File: src/rtl/sapq_pkg.sv
package sapq_pkg;

	// Request opcodes
	localparam logic OP_INSERT = 1'b0;
	localparam logic OP_REMOVE = 1'b1;

	// Result status codes
	localparam logic [1:0] STATUS_DONE  = 2'd0;
	localparam logic [1:0] STATUS_FULL  = 2'd1;
	localparam logic [1:0] STATUS_EMPTY = 2'd2;

	// Fixed field widths of the channels
	localparam int PORT_PRIO_W  = 8;
	localparam int PAYLOAD_W    = 32;
	localparam int FILL_W       = 5;
	localparam int STATUS_W     = 2;

	// Command broadcast to every cell of the chain
	typedef struct packed {
		logic insert;
		logic remove;
	} cell_cmd_t;

endpackage

File: src/rtl/sapq_if.sv
interface sapq_req_if;
	import sapq_pkg::*;

	logic                        valid;
	logic                        ready;
	logic                        opcode;
	logic [PORT_PRIO_W-1:0]      priority_req;
	logic signed [PAYLOAD_W-1:0] payload;

	modport source(output valid, opcode, priority_req, payload, input ready);
	modport sink(input valid, opcode, priority_req, payload, output ready);
endinterface

interface sapq_res_if;
	import sapq_pkg::*;

	logic                        valid;
	logic                        ready;
	logic [STATUS_W-1:0]         status;
	logic                        out_valid;
	logic [PORT_PRIO_W-1:0]      out_priority;
	logic signed [PAYLOAD_W-1:0] out_payload;
	logic [FILL_W-1:0]           fill_count;

	modport source(output valid, status, out_valid, out_priority, out_payload, fill_count,
		input ready);
	modport sink(input valid, status, out_valid, out_priority, out_payload, fill_count,
		output ready);
endinterface

File: src/rtl/sapq_cell.sv
module sapq_cell #(
	parameter int PRIO_W = 8
) (
	input  logic                                  clk,
	input  sapq_pkg::cell_cmd_t                   cmd,
	input  logic                                  occupied,
	input  logic                                  prev_gt,
	input  logic [PRIO_W-1:0]                     new_prio,
	input  logic signed [sapq_pkg::PAYLOAD_W-1:0] new_payload,
	input  logic [PRIO_W-1:0]                     prev_prio,
	input  logic signed [sapq_pkg::PAYLOAD_W-1:0] prev_payload,
	input  logic [PRIO_W-1:0]                     next_prio,
	input  logic signed [sapq_pkg::PAYLOAD_W-1:0] next_payload,
	output logic [PRIO_W-1:0]                     prio_q,
	output logic signed [sapq_pkg::PAYLOAD_W-1:0] payload_q,
	output logic                                  gt
);
	import sapq_pkg::*;

	// Entry outranks the incoming one: it stays ahead of it
	assign gt = occupied && (prio_q > new_prio);

	always_ff @(posedge clk) begin
		if (cmd.insert) begin
			if (!gt) begin
				if (prev_gt) begin
					prio_q    <= new_prio;
					payload_q <= new_payload;
				end else begin
					prio_q    <= prev_prio;
					payload_q <= prev_payload;
				end
			end
		end else if (cmd.remove) begin
			prio_q    <= next_prio;
			payload_q <= next_payload;
		end
	end

endmodule

File: src/rtl/sorted_array_priority_queue_unit.sv
// A request's result is registered and presented in the cycle after the request is taken.
// One insert or remove is taken per cycle, whenever the result slot is empty or
// drains; the cell chain updates at the clock edge that takes the request.
// Reset (arst_n low, asynchronous): the fill count and the result valid clear;
// cell contents are left as they are and are never read until written.
module sorted_array_priority_queue_unit #(
	parameter int QUEUE_DEPTH   = 16,
	parameter int PRIORITY_BITS = 8
) (
	input  logic       clk,
	input  logic       arst_n,
	sapq_req_if.sink   req,
	sapq_res_if.source res
);
	import sapq_pkg::*;

	localparam int CNT_W = $clog2(QUEUE_DEPTH + 1);

	// The queue is held as a chain of cells sorted descending: cell 0 is the
	// top entry. An insert keeps every cell that outranks the new entry, drops
	// the new entry into the first cell that does not, and moves the rest up
	// one cell. A remove returns cell 0 and moves every cell down one.
	// Equal priorities: the new entry goes ahead of older equals, so the last
	// inserted is removed first.

	logic [CNT_W-1:0] count_q;
	logic             accept;
	logic             is_full;
	logic             is_empty;
	logic             do_insert;
	logic             do_remove;
	cell_cmd_t        cmd;

	logic [PRIORITY_BITS-1:0] new_prio;
	logic [PRIORITY_BITS-1:0] cell_prio [QUEUE_DEPTH];
	logic signed [PAYLOAD_W-1:0] cell_payload [QUEUE_DEPTH];
	logic [QUEUE_DEPTH-1:0]   cell_gt;

	// Result register
	logic                        res_valid_q;
	logic [STATUS_W-1:0]         status_q;
	logic                        out_valid_q;
	logic [PORT_PRIO_W-1:0]      out_priority_q;
	logic signed [PAYLOAD_W-1:0] out_payload_q;
	logic [FILL_W-1:0]           fill_count_q;
	logic [CNT_W-1:0]            count_next;
	logic [63:0]                 prio_wide;
	logic [63:0]                 top_wide;
	logic [31:0]                 count_wide;

	// Take a new request whenever the result slot is free or being drained
	assign req.ready = !res_valid_q || res.ready;
	assign accept    = req.valid && req.ready;

	assign is_full   = (count_q == CNT_W'(QUEUE_DEPTH));
	assign is_empty  = (count_q == '0);
	assign do_insert = accept && (req.opcode == OP_INSERT) && !is_full;
	assign do_remove = accept && (req.opcode == OP_REMOVE) && !is_empty;

	assign cmd.insert = do_insert;
	assign cmd.remove = do_remove;

	// Reduce the request priority to the stored width
	assign prio_wide = 64'(req.priority_req);
	assign new_prio  = prio_wide[PRIORITY_BITS-1:0];

	genvar gi;
	generate
		for (gi = 0; gi < QUEUE_DEPTH; gi++) begin : g_cell
			logic                        prev_gt;
			logic [PRIORITY_BITS-1:0]    prev_prio;
			logic signed [PAYLOAD_W-1:0] prev_payload;
			logic [PRIORITY_BITS-1:0]    next_prio;
			logic signed [PAYLOAD_W-1:0] next_payload;
			logic                        occupied;

			assign occupied = (count_q > CNT_W'(gi));

			if (gi == 0) begin : g_head
				// Nothing ahead of the head: it takes the new entry if it does not outrank it
				assign prev_gt      = 1'b1;
				assign prev_prio    = new_prio;
				assign prev_payload = req.payload;
			end else begin : g_body
				assign prev_gt      = cell_gt[gi-1];
				assign prev_prio    = cell_prio[gi-1];
				assign prev_payload = cell_payload[gi-1];
			end

			if (gi == QUEUE_DEPTH - 1) begin : g_tail
				// Last cell becomes unused on a remove; hold its contents
				assign next_prio    = cell_prio[gi];
				assign next_payload = cell_payload[gi];
			end else begin : g_inner
				assign next_prio    = cell_prio[gi+1];
				assign next_payload = cell_payload[gi+1];
			end

			sapq_cell #(
				.PRIO_W(PRIORITY_BITS)
			) u_cell (
				.clk         (clk),
				.cmd         (cmd),
				.occupied    (occupied),
				.prev_gt     (prev_gt),
				.new_prio    (new_prio),
				.new_payload (req.payload),
				.prev_prio   (prev_prio),
				.prev_payload(prev_payload),
				.next_prio   (next_prio),
				.next_payload(next_payload),
				.prio_q      (cell_prio[gi]),
				.payload_q   (cell_payload[gi]),
				.gt          (cell_gt[gi])
			);
		end
	endgenerate

	// Advance the count
	always_comb begin
		count_next = count_q;
		if (do_insert) begin
			count_next = count_q + CNT_W'(1);
		end else if (do_remove) begin
			count_next = count_q - CNT_W'(1);
		end
	end

	always_ff @(posedge clk or negedge arst_n) begin
		if (!arst_n) begin
			count_q <= '0;
		end else begin
			count_q <= count_next;
		end
	end

	assign top_wide   = 64'(cell_prio[0]);
	assign count_wide = 32'(count_next);

	// Result valid: set on a request, drop when taken
	always_ff @(posedge clk or negedge arst_n) begin
		if (!arst_n) begin
			res_valid_q <= 1'b0;
		end else if (accept) begin
			res_valid_q <= 1'b1;
		end else if (res.ready) begin
			res_valid_q <= 1'b0;
		end
	end

	// Result payload: capture with the request
	always_ff @(posedge clk) begin
		if (accept) begin
			fill_count_q <= count_wide[FILL_W-1:0];
			if (req.opcode == OP_INSERT) begin
				status_q       <= is_full ? STATUS_FULL : STATUS_DONE;
				out_valid_q    <= 1'b0;
				out_priority_q <= '0;
				out_payload_q  <= '0;
			end else if (is_empty) begin
				status_q       <= STATUS_EMPTY;
				out_valid_q    <= 1'b0;
				out_priority_q <= '0;
				out_payload_q  <= '0;
			end else begin
				status_q       <= STATUS_DONE;
				out_valid_q    <= 1'b1;
				out_priority_q <= top_wide[PORT_PRIO_W-1:0];
				out_payload_q  <= cell_payload[0];
			end
		end
	end

	assign res.valid        = res_valid_q;
	assign res.status       = status_q;
	assign res.out_valid    = out_valid_q;
	assign res.out_priority = out_priority_q;
	assign res.out_payload  = out_payload_q;
	assign res.fill_count   = fill_count_q;

endmodule

File: src/flat_wrapper.sv
// flat-port wrapper written by rule: the top's interface ports become plain ports
module sorted_array_priority_queue_unit_flat import sapq_pkg::*;
#(
	parameter int QUEUE_DEPTH   = 16,
	parameter int PRIORITY_BITS = 8
)
  (clk, arst_n, req_valid, req_opcode, req_priority_req, req_payload, req_ready, res_valid, res_status, res_out_valid, res_out_priority, res_out_payload, res_fill_count, res_ready);
  sapq_req_if req_i ();
  sapq_res_if res_i ();
  input  logic clk;
  input  logic arst_n;
  input wire logic [$bits(req_i.valid)-1:0] req_valid;
  input wire logic [$bits(req_i.opcode)-1:0] req_opcode;
  input wire logic [$bits(req_i.priority_req)-1:0] req_priority_req;
  input wire logic [$bits(req_i.payload)-1:0] req_payload;
  output wire logic [$bits(req_i.ready)-1:0] req_ready;
  output wire logic [$bits(res_i.valid)-1:0] res_valid;
  output wire logic [$bits(res_i.status)-1:0] res_status;
  output wire logic [$bits(res_i.out_valid)-1:0] res_out_valid;
  output wire logic [$bits(res_i.out_priority)-1:0] res_out_priority;
  output wire logic [$bits(res_i.out_payload)-1:0] res_out_payload;
  output wire logic [$bits(res_i.fill_count)-1:0] res_fill_count;
  input wire logic [$bits(res_i.ready)-1:0] res_ready;
  assign req_i.valid = req_valid;
  assign req_i.opcode = req_opcode;
  assign req_i.priority_req = req_priority_req;
  assign req_i.payload = req_payload;
  assign req_ready = req_i.ready;
  assign res_valid = res_i.valid;
  assign res_status = res_i.status;
  assign res_out_valid = res_i.out_valid;
  assign res_out_priority = res_i.out_priority;
  assign res_out_payload = res_i.out_payload;
  assign res_fill_count = res_i.fill_count;
  assign res_i.ready = res_ready;
  sorted_array_priority_queue_unit #(.QUEUE_DEPTH(QUEUE_DEPTH), .PRIORITY_BITS(PRIORITY_BITS)) u_core (.clk(clk), .arst_n(arst_n), .req(req_i), .res(res_i));
endmodule
File: config.mk
export PLATFORM = sky130hd
export DESIGN_NAME = sorted_array_priority_queue_unit_flat
export DESIGN_NICKNAME = d
export VERILOG_FILES = /design/src/rtl/sapq_pkg.sv /design/src/rtl/sapq_if.sv /design/src/rtl/sapq_cell.sv /design/src/rtl/sorted_array_priority_queue_unit.sv /design/src/flat_wrapper.sv
export SDC_FILE = /design/constraint.sdc
export NUM_CORES = 2
export LEC_CHECK = 0
export BUFFER_PORTS_ARGS = -buffer_cell sky130_fd_sc_hd__buf_2
export CORE_MARGIN = 2
export CORE_UTILIZATION = 25
export DETAILED_ROUTE_END_ITERATION = 7
export SLEW_MARGIN = 40
export SYNTH_ARGS = -nofsm -noshare
export SYNTH_HDL_FRONTEND = slang
export SYNTH_HIERARCHICAL = 1
export SYNTH_SLANG_ARGS = --single-unit
export TNS_END_PERCENT = 5
File: constraint.sdc
create_clock -name clk -period 4.5 [get_ports clk]
set_input_delay 0.675 -clock clk [delete_from_list [all_inputs] [get_ports clk]]
set_output_delay 0.675 -clock clk [all_outputs]
set_load 0.05 [all_outputs]
==> results.py <==
metrics = {
    "sta": {
        "grt_setup_unrepaired": "false",
        "fin_ws_ns": 1.14,
        "setup-violations-final": 0,
        "slew_headroom_pct": 39.5,
        "finalMaxSlewViolations": 0,
        "hold_ws_ns": 0.296,
        "max_freq_mhz": 297,
        "hold_violations": 0,
        "fin_crit_sh_pct": 74.7,
        "fin_crit_ns": 3.36,
        "worst_slew_pin_slew_ns": 0.898,
        "tns_ns": 0,
        "fin_skew_ns": 0.0242,
    },
    "cts": {
        "cts_buffers": 74,
        "root_buffer": "clkbuf_16",
        "clock_path_buffers": 3,
        "cts_tree": "done",
        "insertion_delay_ns": 0.67,
        "cts.sinks": 694,
        "cts-resized-gates": 0,
        "h-tree-depth": 3,
        "cts.clk_slew.worst_paths_ns": 0.06,
        "hold_buffers": 1,
        "cts_setup_buffers": 0,
    },
    "worst_hold_path": {
        "hold_path.class": "in2reg",
        "hold_path_end": "u_core/res.valid",
        "min_from": "req_valid",
        "hold_depth": 2,
    },
    "synth": {
        "syn_inst": 3447,
        "synthesis.nets": 3626,
        "synth_area_sq_mm": 0.0396,
        "yosys_warnings": 6,
        "syn_avg_cell_area_sq_um": 11.5,
    },
    "worst_setup_path": {
        "critPathSlowestCell": "and4b_4",
        "critical_path_arrival_ns": 3.73,
        "cpMostUsedCell": "buf_12",
        "rrSetupSlack_ns": 1.14,
        "critPathTopFamily": "buffers and inverters",
        "crit_fanout": 140,
        "r2r_cells": 8,
        "critical_path.cell_chain": "inv_1 > ha_1 > nand4bb_1 > and4b_4 > buf_12 > buf_12 > buf_12 > a21oi_1",
        "startpoint_type": "flop",
        "crit_buf_inv": 4,
        "critPathLaunch": "u_core/count_q[1]",
        "r2r-start": "u_core/count_q[1]",
        "cp.required_ns": 4.87,
        "cp_slowest_stage_delay_ns": 0.58,
        "worst_setup_path_end_kind": "flop",
        "r2r-end": "u_core/g_cell[0].u_cell/payload_q[21]",
        "setup.worst_path.class": "reg2reg",
    },
    "route": {
        "via_per_inst": 4.65,
        "drt_iter0_markers": 2071,
        "drcViolationCount": 0,
        "detail-route-antenna-nets": 0,
        "drtPass1Iterations": 5,
        "wl_per_cell_um": 18.2,
        "vias": 26000,
        "wl_um": 102000,
    },
    "die": {
        "dieHeight_um": 402,
        "start_util_pct": 25.1,
        "row_count": 146,
        "core_area_sq_mm": 0.158,
        "die_w_um": 402,
        "die-area_sq_mm": 0.162,
        "num_io_pins": 95,
    },
    "grt": {
        "gr-total-overflow": 0,
        "grt_pass1_vias": 25300,
        "antenna_found_initial": 12,
        "grt_pass1_wl_um": 157000,
        "grt_max_degree": 162,
        "grt_usage_pct": 12.3,
    },
    "cells_and_area": {
        "final_common_cell": "edfxtp_1",
        "diodes": 0,
        "mostFrequentLayoutCells": "688 x edfxtp_1, 673 x a21oi_1, 662 x nor2_1, 641 x mux2i_1",
        "area_growth_pct": 11.3,
        "drive_gt1_share_pct": 10.3,
        "post-route-util_pct": 27.9,
        "nNetsFinal": 3646,
        "fillers": 16300,
    },
    "pwr": {
        "power_uw": 24200,
        "vdd_drop_max_mv": 0.372,
        "power_density_mw_per_mm2": 550,
        "cellLeakagePower_uw": 0.0162,
    },
    "placement": {
        "portBuffers": 94,
        "globalplace.congestion": 0.785,
        "pre_cts_slack_ns": 0.947,
        "dp_hpwl_um": 65500,
    },
    "outcome": {
        "status": "finished, final reports clean",
    },
    "run": {
        "maxCapViolCount": 0,
    },
}
worst max-delay path by stage:
stage / endpoint / cells past startpoint / slack (ns)
after CTS: u_core/g_cell[9].u_cell/payload_q[22] / 8 / 1.15
after floorplan: u_core/g_cell[0].u_cell/payload_q[0] / 7 / 1.15
after global routing: u_core/g_cell[4].u_cell/payload_q[15] / 9 / 0.90
after global placement: u_core/g_cell[5].u_cell/payload_q[30] / 11 / 0.94
final: u_core/g_cell[0].u_cell/payload_q[21] / 8 / 1.14
after detailed placement: u_core/g_cell[5].u_cell/payload_q[30] / 11 / 0.95
area by class of cell:
class	count	area (sq um)	share of cell area, %
clock buffer	95	1960	4.45
clock inverter	37	459	1.04
inverter	134	503	1.14
multi-input combinational	2387	16300	36.9
sequential	694	20800	47.2
tap	2072	2590	5.88
timing repair buffer	176	1490	3.38
routing by layer:
metal  GRT usage (%)  wire, um  vias to the layer above
li1                -         -                    12700
met1            16.9     47700                    12700
met2            20.0     47000                      562
met3            2.17      5420                      131
met4            3.21      1760                       14
met5               0        82                        -
flip-flops by register name, indices dropped and copies added, names as in the netlist:
register and cells:
u_core/g_cell.u_cell/payload_q 512, u_core/count_q 5, u_core/res.out_payload 32, u_core/res.fill_count 5, u_core/res.valid 1, u_core/g_cell.u_cell/prio_q 128
u_core/res.status 2, u_core/res.out_priority 8, u_core/res.out_valid 1
through the flow:
step                std cells  area [sq um]
finish                   5595         44100
global route             5595         44100
CTS                      5595         44100
detailed placement       5462         41600
global placement         5460         41600
floorplan                3447         39600
report_power, final:
group / switching (uW) / internal, uW / leakage, uW
sequential: 834 / 9090 / 0.00653
combinational: 4950 / 3080 / 0.00849
clock: 2710 / 3570 / 0.00117
total: 8500 / 15700 / 0.0162
(Power assumes the default switching activity.)
